### config.mk
export PLATFORM = sky130hd
export DESIGN_NAME = butterworth_biquad_filter
export DESIGN_NICKNAME = d
export VERILOG_FILES = /design/src/rtl/core/bwbq_pkg.sv /design/src/rtl/core/bwbq_mul.sv /design/src/rtl/core/butterworth_biquad_filter.sv
export VERILOG_INCLUDE_DIRS = /design/src /design/src/rtl/core
export SDC_FILE = /design/constraint.sdc
export NUM_CORES = 2
export LEC_CHECK = 0
export BUFFER_PORTS_ARGS = -buffer_cell sky130_fd_sc_hd__buf_2
export CAP_MARGIN = 5
export CORE_ASPECT_RATIO = 0.7
export CORE_MARGIN = 1.5
export CORE_UTILIZATION = 30
export DETAILED_ROUTE_END_ITERATION = 8
export PLACE_DENSITY = 0.43
export SYNTH_ARGS = -nofsm -noshare
export SYNTH_HDL_FRONTEND = slang
export SYNTH_SLANG_ARGS = --single-unit
### constraint.sdc
create_clock -name clk_i -period 8.25 [get_ports clk_i]
set_input_delay 0.4125 -clock clk_i [delete_from_list [all_inputs] [get_ports clk_i]]
set_output_delay 0.4125 -clock clk_i [all_outputs]
set_load 0.01 [all_outputs]
### src/rtl/core/butterworth_biquad_filter_defines.svh
// Assertion macros shared by the filter's RTL.
`ifndef BUTTERWORTH_BIQUAD_FILTER_DEFINES_SVH
`define BUTTERWORTH_BIQUAD_FILTER_DEFINES_SVH

// Same-cycle implication, inactive while reset is asserted.
`define BWBQ_ASSERT_IMP(lbl, ante, cons, msg) \
  lbl: assert property (@(posedge clk_i) disable iff (!rst_ni) (ante) |-> (cons)) \
    else $error(msg);

// Next-cycle implication, inactive while reset is asserted.
`define BWBQ_ASSERT_NXT(lbl, ante, cons, msg) \
  lbl: assert property (@(posedge clk_i) disable iff (!rst_ni) (ante) |=> (cons)) \
    else $error(msg);

`endif

### src/rtl/core/bwbq_pkg.sv
package bwbq_pkg;

  localparam int COEF_WIDTH    = 27;
  localparam int COEF_FRAC     = 24;
  localparam int STATE_WIDTH   = 32;
  localparam int PROD_WIDTH    = COEF_WIDTH + STATE_WIDTH;
  localparam int ACC_WIDTH     = 64;
  localparam int RND_WIDTH     = ACC_WIDTH - COEF_FRAC;
  localparam int MODE_WIDTH    = 2;
  localparam int CFG_IDX_WIDTH = 2;

  localparam logic [MODE_WIDTH-1:0] MODE_LOWPASS  = 2'd0;
  localparam logic [MODE_WIDTH-1:0] MODE_HIGHPASS = 2'd1;
  localparam logic [MODE_WIDTH-1:0] MODE_BANDPASS = 2'd2;

  localparam logic [CFG_IDX_WIDTH-1:0] REG_MODE    = 2'd0;
  localparam logic [CFG_IDX_WIDTH-1:0] REG_GAIN_B0 = 2'd1;
  localparam logic [CFG_IDX_WIDTH-1:0] REG_FB_A1   = 2'd2;
  localparam logic [CFG_IDX_WIDTH-1:0] REG_FB_A2   = 2'd3;

  typedef logic signed [COEF_WIDTH-1:0]  coef_t;
  typedef logic signed [STATE_WIDTH-1:0] state_t;
  typedef logic signed [PROD_WIDTH-1:0]  prod_t;

  typedef struct packed {
    logic   en;
    coef_t  coef;
    state_t data;
  } mul_req_t;

endpackage

### src/rtl/core/bwbq_mul.sv
module bwbq_mul (
  input  logic               clk_i,
  input  bwbq_pkg::mul_req_t req_i,
  output bwbq_pkg::prod_t    prod_o
);
  import bwbq_pkg::*;

  prod_t prod_q;

  always_ff @(posedge clk_i) begin
    if (req_i.en) begin
      prod_q <= req_i.coef * req_i.data;
    end
  end

  assign prod_o = prod_q;

endmodule

### src/rtl/core/butterworth_biquad_filter.sv
// Second-order biquad in direct form II with a programmable feed-forward pattern.
// Configuration is written over the cfg channel (index 0 mode, 1 gain_b0, 2 fb_a1,
// 3 fb_a2); the user must write it only while no sample is in flight, which the
// block does not enforce itself. cfg_ready_o is always high. A sample request is
// taken on sample_in when valid and ready are both high. The sequencer then runs
// five multiplies through one registered 27 x 32 multiplier and two rounding steps
// in states A1, A2, T, RND, B0, B1, B2, FF and OUT; the result appears on sample_out
// as the input turns ready again, so no sample is taken before the last is through.
// The result sits in an output register, so the next input request is taken while
// an earlier result still waits. If the receiver stalls and the output register is
// still full when a new result is ready, the sequencer holds in its final step and
// the input stays not ready until the waiting result has been taken.
// Reset clears the coefficients, the mode, both delay values and the output valid.
`include "butterworth_biquad_filter_defines.svh"

module butterworth_biquad_filter #(
  parameter int SAMPLE_WIDTH = 24
) (
  input  logic                                clk_i,
  input  logic                                rst_ni,
  input  logic                                cfg_valid_i,
  output logic                                cfg_ready_o,
  input  logic [bwbq_pkg::CFG_IDX_WIDTH-1:0]  cfg_index_i,
  input  logic [bwbq_pkg::COEF_WIDTH-1:0]     cfg_data_i,
  input  logic                                sample_in_valid_i,
  output logic                                sample_in_ready_o,
  input  logic signed [SAMPLE_WIDTH-1:0]      sample_in_i,
  output logic                                sample_out_valid_o,
  input  logic                                sample_out_ready_i,
  output logic signed [SAMPLE_WIDTH-1:0]      sample_out_o
);
  import bwbq_pkg::*;

  localparam logic [3:0] ST_IDLE = 4'd0;
  localparam logic [3:0] ST_A1   = 4'd1;
  localparam logic [3:0] ST_A2   = 4'd2;
  localparam logic [3:0] ST_T    = 4'd3;
  localparam logic [3:0] ST_RND  = 4'd4;
  localparam logic [3:0] ST_B0   = 4'd5;
  localparam logic [3:0] ST_B1   = 4'd6;
  localparam logic [3:0] ST_B2   = 4'd7;
  localparam logic [3:0] ST_FF   = 4'd8;
  localparam logic [3:0] ST_OUT  = 4'd9;

  localparam logic signed [RND_WIDTH-1:0] T_MAX = (RND_WIDTH'(1) <<< (STATE_WIDTH - 1)) - 1;
  localparam logic signed [RND_WIDTH-1:0] T_MIN = ~T_MAX;
  localparam logic signed [RND_WIDTH-1:0] Y_MAX = (RND_WIDTH'(1) <<< (SAMPLE_WIDTH - 1)) - 1;
  localparam logic signed [RND_WIDTH-1:0] Y_MIN = ~Y_MAX;
  localparam logic signed [ACC_WIDTH-1:0] HALF  = ACC_WIDTH'(1) <<< (COEF_FRAC - 1);

  logic [3:0]                    state_q, state_d;
  logic [MODE_WIDTH-1:0]         mode_q;
  coef_t                         gain_b0_q, fb_a1_q, fb_a2_q;
  state_t                        w1_q, w2_q, t_q, t_d;
  logic signed [ACC_WIDTH-1:0]   acc_q, acc_d;
  logic signed [SAMPLE_WIDTH-1:0] y_q, y_d;
  logic                          out_valid_q, out_valid_d;
  logic                          in_acc, out_free, t_load, shift_en;
  mul_req_t                      mul_req;
  prod_t                         prod;
  logic signed [ACC_WIDTH-1:0]   prod_ext, prod_dbl, acc_rnd;
  logic signed [RND_WIDTH-1:0]   rnd;

  bwbq_mul u_mul (
    .clk_i  (clk_i),
    .req_i  (mul_req),
    .prod_o (prod)
  );

  assign cfg_ready_o        = 1'b1;
  assign sample_in_ready_o  = (state_q == ST_IDLE);
  assign sample_out_valid_o = out_valid_q;
  assign sample_out_o       = y_q;

  assign in_acc   = sample_in_valid_i && sample_in_ready_o;
  assign out_free = !out_valid_q || sample_out_ready_i;
  assign prod_ext = ACC_WIDTH'(prod);
  assign prod_dbl = prod_ext <<< 1;
  assign acc_rnd  = (acc_q + HALF) >>> COEF_FRAC;
  assign rnd      = acc_rnd[RND_WIDTH-1:0];

  always_comb begin
    mul_req.en   = 1'b0;
    mul_req.coef = gain_b0_q;
    mul_req.data = w1_q;
    case (state_q)
      ST_A1: begin
        mul_req.en   = 1'b1;
        mul_req.coef = fb_a1_q;
        mul_req.data = w1_q;
      end
      ST_A2: begin
        mul_req.en   = 1'b1;
        mul_req.coef = fb_a2_q;
        mul_req.data = w2_q;
      end
      ST_B0: begin
        mul_req.en   = 1'b1;
        mul_req.coef = gain_b0_q;
        mul_req.data = t_q;
      end
      ST_B1: begin
        mul_req.en   = 1'b1;
        mul_req.coef = gain_b0_q;
        mul_req.data = w1_q;
      end
      ST_B2: begin
        mul_req.en   = 1'b1;
        mul_req.coef = gain_b0_q;
        mul_req.data = w2_q;
      end
      default: begin
        mul_req.en = 1'b0;
      end
    endcase
  end

  always_comb begin
    if (rnd > T_MAX) begin
      t_d = T_MAX[STATE_WIDTH-1:0];
    end else if (rnd < T_MIN) begin
      t_d = T_MIN[STATE_WIDTH-1:0];
    end else begin
      t_d = rnd[STATE_WIDTH-1:0];
    end
    if (rnd > Y_MAX) begin
      y_d = Y_MAX[SAMPLE_WIDTH-1:0];
    end else if (rnd < Y_MIN) begin
      y_d = Y_MIN[SAMPLE_WIDTH-1:0];
    end else begin
      y_d = rnd[SAMPLE_WIDTH-1:0];
    end
  end

  always_comb begin
    state_d     = state_q;
    acc_d       = acc_q;
    out_valid_d = out_valid_q && !sample_out_ready_i;
    t_load      = 1'b0;
    shift_en    = 1'b0;
    case (state_q)
      ST_IDLE: begin
        if (in_acc) begin
          acc_d   = ACC_WIDTH'(sample_in_i) <<< COEF_FRAC;
          state_d = ST_A1;
        end
      end
      ST_A1: begin
        state_d = ST_A2;
      end
      ST_A2: begin
        acc_d   = acc_q - prod_ext;
        state_d = ST_T;
      end
      ST_T: begin
        acc_d   = acc_q - prod_ext;
        state_d = ST_RND;
      end
      ST_RND: begin
        t_load  = 1'b1;
        acc_d   = '0;
        state_d = ST_B0;
      end
      ST_B0: begin
        state_d = ST_B1;
      end
      ST_B1: begin
        acc_d   = acc_q + prod_ext;
        state_d = ST_B2;
      end
      ST_B2: begin
        case (mode_q)
          MODE_HIGHPASS: acc_d = acc_q - prod_dbl;
          MODE_BANDPASS: acc_d = acc_q;
          default:       acc_d = acc_q + prod_dbl;
        endcase
        state_d = ST_FF;
      end
      ST_FF: begin
        if (mode_q == MODE_BANDPASS) begin
          acc_d = acc_q - prod_ext;
        end else begin
          acc_d = acc_q + prod_ext;
        end
        state_d = ST_OUT;
      end
      ST_OUT: begin
        if (out_free) begin
          shift_en    = 1'b1;
          out_valid_d = 1'b1;
          state_d     = ST_IDLE;
        end
      end
      default: begin
        state_d = ST_IDLE;
      end
    endcase
  end

  always_ff @(posedge clk_i or negedge rst_ni) begin
    if (!rst_ni) begin
      state_q     <= ST_IDLE;
      out_valid_q <= 1'b0;
      mode_q      <= MODE_LOWPASS;
      gain_b0_q   <= '0;
      fb_a1_q     <= '0;
      fb_a2_q     <= '0;
      w1_q        <= '0;
      w2_q        <= '0;
    end else begin
      state_q     <= state_d;
      out_valid_q <= out_valid_d;
      if (cfg_valid_i && cfg_ready_o) begin
        case (cfg_index_i)
          REG_MODE:    mode_q    <= cfg_data_i[MODE_WIDTH-1:0];
          REG_GAIN_B0: gain_b0_q <= cfg_data_i;
          REG_FB_A1:   fb_a1_q   <= cfg_data_i;
          REG_FB_A2:   fb_a2_q   <= cfg_data_i;
          default:     mode_q    <= mode_q;
        endcase
      end
      if (shift_en) begin
        w2_q <= w1_q;
        w1_q <= t_q;
      end
    end
  end

  always_ff @(posedge clk_i) begin
    acc_q <= acc_d;
    if (t_load) begin
      t_q <= t_d;
    end
    if (shift_en) begin
      y_q <= y_d;
    end
  end

  `BWBQ_ASSERT_NXT(a_busy_after_request, in_acc, !sample_in_ready_o, "input ready right after a request")
  `BWBQ_ASSERT_NXT(a_delay_shift, (state_q == ST_OUT) && out_free, (w2_q == $past(w1_q)) && out_valid_q, "delay line not advanced with the result")
  `BWBQ_ASSERT_NXT(a_stall_holds, (state_q == ST_OUT) && !out_free, state_q == ST_OUT, "sequencer left final step while output was full")
  `BWBQ_ASSERT_IMP(a_out_reg_free, (state_q == ST_OUT) && !out_valid_q, out_free, "empty output register reported as busy")

endmodule

# Word level (Yosys, flattened, before mapping)
# Cells that the tools add are included.
[totals]
mem_bits_ro = 0
ramBits = 0
latchBits = 0
word_cells = 71
mem_count = 0
regBits = 331
input_bits = 58
out_inout_bits = 27
[op_classes]
bitwise_logic = 0
n_eq_ne = 17
reduce_logical = 16
n_mux = 16
shift = 0
div = 0
magnitude_cmp = 4
addsub = 5
n_mul = 1
[ops]
columns = ["cell", "n"]
rows = [
  ["64-bit one-hot mux with 6 select lines", 1],
  ["59-bit one-hot mux with 4 select lines", 1],
  ["64-bit two-way mux", 2],
  ["64-bit one-hot mux with 2 select lines", 1],
  ["64-bit by 25-bit adder with 64-bit output (second input constant)", 1],
  ["64-bit by 59-bit adder with 64-bit output", 1],
  ["64-bit by 60-bit adder with 64-bit output", 1],
  ["64-bit by 59-bit subtractor with 64-bit output", 1],
  ["64-bit by 60-bit subtractor with 64-bit output", 1],
  ["27-bit by 32-bit multiplier with 59-bit output", 1],
  ["40-bit by 24-bit greater-than comparator with 1-bit output (second input constant)", 1],
  ["40-bit by 32-bit greater-than comparator with 1-bit output (second input constant)", 1],
  ["40-bit by 24-bit less-than comparator with 1-bit output (second input constant)", 1],
  ["40-bit by 32-bit less-than comparator with 1-bit output (second input constant)", 1],
  ["4-bit one-hot mux with 10 select lines", 1],
  ["32-bit two-way mux", 1],
  ["24-bit two-way mux", 1],
  ["4-bit by 3-bit equality test with 1-bit output (second input constant)", 4],
  ["2-bit AND reduction", 5],
  ["4-bit by 2-bit equality test with 1-bit output (second input constant)", 2],
  ["4-bit equality test (second input constant)", 2],
  ["4-bit two-way mux", 2],
  ["2-bit equality test (second input constant)", 3],
  ["1-bit two-way mux", 6],
  ["13 further kinds", 17],
]

# Longest topological paths before layout
[logic_depth]
word_depth = 4
depth_mapped = 39
mapped_depth_nobuf = 34

# Cells and area by module
# A second synthesis with hierarchy kept.
[unflattened]
hier_cells = 6596
area_unflattened_um2 = 57315.0
[modules_own_cells]
columns = ["module", "area_per_inst_um2", "cells_each", "instances", "seq_area_each_um2"]
rows = [
  ["bwbq_mul", 32234.7, 3458, 1, 1771.7],
  ["butterworth_biquad_filter", 25080.3, 3138, 1, 7407.1],
]

# Least setup slack after synthesis
# No wires, ideal clock.
[synth_path]
path_type = "reg-to-reg"
startpoint = "register state_q[2]"
endpoint = "register u_mul.prod_q[53] (netlist: u_mul.prod_o[53]) (data pin)"
synth_period_minus_slack_ps = 8903
setup_ps = 266
path_slack_ps = -653
path_stages_with_launch = 35
n_path_buf = 4
arrival_ps = 8637
required_time_ps = 7984
path_cell_list = "dfrtp_1 > clkbuf_1 > nor2b_1 > nand3_1 > nand2b_1 > clkbuf_1 > buf_1 > a22oi_1 > and2_1 > clkbuf_1 > nor2_1 > fa_1 > fa_1 > inv_1 > fa_1 > fa_1 > inv_1 > fa_1 > fa_1 > inv_1 > fa_1 > inv_1 > ha_1 > a21o_1 > a21o_1 > a221oi_1 > o31ai_1 > a22o_1 > nor3_1 > o31a_2 > o21a_1 > o21ai_1 > a2111oi_0 > nor3_1 > xor2_1"
[synth_between]
elab_chain_cells = 3
elab_cells_between_ends = 6
cone_classes = "mul: 1; eq/ne: 4; mux: 1"
[synth_lines]
columns = ["element", "line", "text"]
rows = [
  ["start: declaration", "butterworth_biquad_filter.sv:51", "logic [3:0] state_q, state_d;"],
  ["start signal: assignment", "butterworth_biquad_filter.sv:211", "state_q <= state_d;"],
  ["4-bit by 3-bit equality test with 1-bit output, or another cell as far along", "butterworth_biquad_filter.sv:86", "case (state_q)"],
  ["59-bit one-hot mux with 4 select lines (*)", "butterworth_biquad_filter.sv:86", ""],
  ["27-bit by 32-bit multiplier with 59-bit output (*)", "bwbq_mul.sv:12", "prod_q <= req_i.coef * req_i.data;"],
  ["end signal: assignment", "bwbq_mul.sv:12", ""],
  ["end: declaration", "bwbq_mul.sv:8", "prod_t prod_q;"],
]
# Mark *: on every way between the ends. The rest lies on a longest branch, timed or not.
# A chain may end at the register's enable or synchronous reset.

# Final worst setup path
[layout_path]
startpoint = "register state_q[1]"
endpoint = "register u_mul.prod_q[57] (netlist: u_mul.prod_o[57]) (data pin)"
# Same word-level chain as after synthesis.

==> flow_metrics.py <==
metrics = {
    "run_status": {
        "status": "complete, but fails checks",
        "violations": "negative setup slack",
    },
    "die": {
        "die_w_um": 520.9,
        "start_util_pct": 30.31,
        "io_pins": 85,
        "die_h_um": 365.5,
        "die_area_um2": 190400,
        "coreArea_um2": 185800,
        "num_rows": 132,
    },
    "sta": {
        "hold_violations": 0,
        "timing.final.crit_period_ps": 8529,
        "max_freq_mhz": 117.2,
        "hold-worst-slack_ps": 38.41,
        "setup_ws_ps": -279.0,
        "rsz0062_at_grt": "yes",
        "slew_violations": 0,
        "setup_viol": 11,
        "worst_pin_slew_ps": 1150,
        "fin_crit_sh_pct": 103.4,
        "finClkSkew_ps": 31.70,
        "fin_setup_tns_ps": -1343,
        "relSlewSlack_pct": 22.69,
    },
    "setup_path": {
        "r2r_setup_slack_ps": -280,
        "r2r_end": "u_mul.prod_o[57]$_DFFE_PP_",
        "cp.required_ps": 8630,
        "path_buf_inv": 9,
        "slowest_delay_ps": 630,
        "crit_arrival_ps": 8900,
        "worstSetupPathType": "reg -> reg",
        "cp_top_family": "adder cells",
        "reg2reg_from": "state_q[1]$_DFFE_PN0P_",
        "slowest_stage": "fa_1",
        "crit_top_cell": "fa_1",
        "path_max_fanout": 7,
        "endpoint_kind": "flop",
        "start_kind": "flop",
        "reg2reg_depth": 34,
    },
    "synthesis": {
        "synth_area_per_cell_um2": 8.628,
        "synth-async-reset-ratio_pct": 45.92,
        "synth_edf_count": 179,
        "yosys.cell_types.count": 102,
        "ys_warn_count": 0,
        "ys_ff_latch": 331,
        "seq_area_frac_synth_pct": 16.30,
        "ys.flop_type": "edfxtp_1",
        "synthCells": 6528,
        "synth_fp_nets": 7833,
        "synth_area_um2": 56330,
    },
    "clock_network": {
        "clockBufferDepth": 3,
        "clkTransAtPathRegs_ps": 70,
        "ctsHtreeMaxLevel": 2,
        "insertion_delay_ps": 660,
        "cts_made_buffers": 43,
        "cts.sinks": 331,
        "ctsRootBufferMaster": "clkbuf_16",
        "cts_tree": "yes",
    },
    "route": {
        "drc": 0,
        "drt_iter0_markers": 4055,
        "viasPerCell": 5.056,
        "vias": 48350,
        "dr.pass1.iters": 6,
        "wl_um": 218100,
        "post_drt_wl_per_cell_um": 22.81,
        "postRouteAntennaNets": 0,
    },
    "final_layout": {
        "nets": 8350,
        "fill_cells": 19330,
        "drive_above_1_share_pct": 18.56,
        "area_growth_pct": 21.51,
    },
    "global_route": {
        "antenna_found_initial": 7,
        "grt_usage_pct": 22.87,
        "grt_max_degree": 65,
        "grt_remaining_overflow": 0,
        "grt_pass1_vias": 48960,
        "grt_pass1_wl_um": 325400,
    },
    "worst_hold_path": {
        "worst_hold_path.num_cells": 2,
        "hp-start": "cfg_data_i[20]",
        "min_to": "fb_a2_q[20]$_DFFE_PN0P_",
        "hold_path.class": "in -> reg",
    },
    "placed_design": {
        "post-dp-hpwl_um": 182500,
        "gp_congestion": 0.9151,
        "io_buffers": 83,
    },
    "flow_run": {
        "cap_violations": 0,
    },
}
metal layers:
layer,vias up,track usage (%),wire (um)
met5,-,0,13
met4,2,3.945,3703
met3,183,2.726,13240
met2,1455,34.05,92910
met1,24620,35.40,108200
li1,22090,-,-
logic make-up after synthesis:
group / share of synthesized area [%]
flip-flops: 16.30
buffers and inverters: 9.643
adder cells (fa/ha/maj): 39.55
AND/OR/NAND/NOR: 15.54
XOR/XNOR: 3.576
other: 0.006658
multiplexers: 1.786
AO/OA/AOI/OAI: 13.60
cell usage in the layout (no fill, tap or decap), types with 41 or more instances in the layout:
cell,netlist,routed
o31ai_1,44,41
nor3_1,53,47
o21ai_1,39,41
mux2_2,84,84
ha_1,358,328
buf_12,0,87
buf_6,0,61
o21bai_1,61,61
dfrtp_1,152,151
inv_1,1100,1088
edfxtp_1,179,179
a22oi_1,75,50
nor2_1,645,598
xor2_1,66,64
a21oi_1,314,292
fa_1,889,854
xnor2_1,164,162
nand2_1,923,885
o21ai_0,194,187
o22ai_1,45,45
nand3_1,76,70
buf_4,5,545
buf_2,21,82
a21o_1,99,98
clkbuf_16,0,46
registers in the layout, summed over array words and instances (netlist names):
name / cells
t_q: 32
sample_out_valid_o: 1
gain_b0_q: 27
u_mul.prod_o: 59
w1_q: 32
w2_q: 32
sample_out_o: 24
state_q: 4
mode_q: 2
acc_q: 64
fb_a1_q: 27
fb_a2_q: 27
layout make-up:
| type | instances | area, um2 | share of cell area, % |
|---|---|---|---|
| Antenna cell | 4 | 10.01 | 0.01463 |
| Clock buffer | 52 | 1161 | 1.697 |
| Clock inverter | 28 | 307.8 | 0.4497 |
| Inverter | 1107 | 4159 | 6.077 |
| Multi-Input combinational cell | 4762 | 43250 | 63.20 |
| Sequential cell | 331 | 9180 | 13.41 |
| Tap cell | 2479 | 3102 | 4.532 |
| Timing Repair Buffer | 800 | 7268 | 10.62 |
worst max-delay path by stage:
stage,slack (ps),end,from,cells after the start
after floorplan,-20,u_mul.prod_o[53]$_DFFE_PP_,state_q[0]$_DFFE_PN0P_,35
after global placement,-850,u_mul.prod_o[57]$_DFFE_PP_,state_q[0]$_DFFE_PN0P_,39
after detailed placement,-870,u_mul.prod_o[58]$_DFFE_PP_,state_q[0]$_DFFE_PN0P_,36
after CTS,-350,u_mul.prod_o[57]$_DFFE_PP_,state_q[1]$_DFFE_PN0P_,35
after global routing,-550,u_mul.prod_o[53]$_DFFE_PP_,state_q[0]$_DFFE_PN0P_,36
final,-280,u_mul.prod_o[57]$_DFFE_PP_,state_q[1]$_DFFE_PN0P_,34
repair_timing:
item	4_1_cts	5_1_grt
hold buffers	14	0
pin swaps	106	127
resized for setup	230	199
gates cloned	1	2
hold endpoints to repair	76	0
setup endpoints to repair	32	32
setup buffers	39	34
through the flow:
step	utilization [%]	worst slack, ps	cells	cell area, um2
2_1_floorplan	-	-19.61	6528	56500
3_3_place_gp	34.69	-846.7	9394	64460
3_5_place_dp	34.69	-873.7	9394	64460
4_1_cts	36.22	-349.5	9527	67300
5_1_grt	36.83	-552.0	9560	68430
6_report	36.83	-279.0	9563	68440
cell usage after synthesis (all sizes together), types with 47 or more instances:
cell type,count,share of area (%)
o21bai,61,0.81
mux2,84,1.7
o31ai,47,0.67
and2,77,0.86
nand3,79,0.73
xor2,66,1.0
nand2,923,6.2
buf,50,0.41
a22oi,75,1.0
inv,1107,7.4
o21ai,236,2.1
dfrtp,152,6.8
edfxtp,179,9.5
xnor2,164,2.6
nor2,647,4.3
ha,358,8.0
clkbuf,278,1.9
a21o,99,1.3
nor3,57,0.54
a21oi,319,2.9
fa,889,32
Power is left out: the tool's default activity adds up to more than one toggle a clock period on the data nets, which glitch-free logic cannot reach.
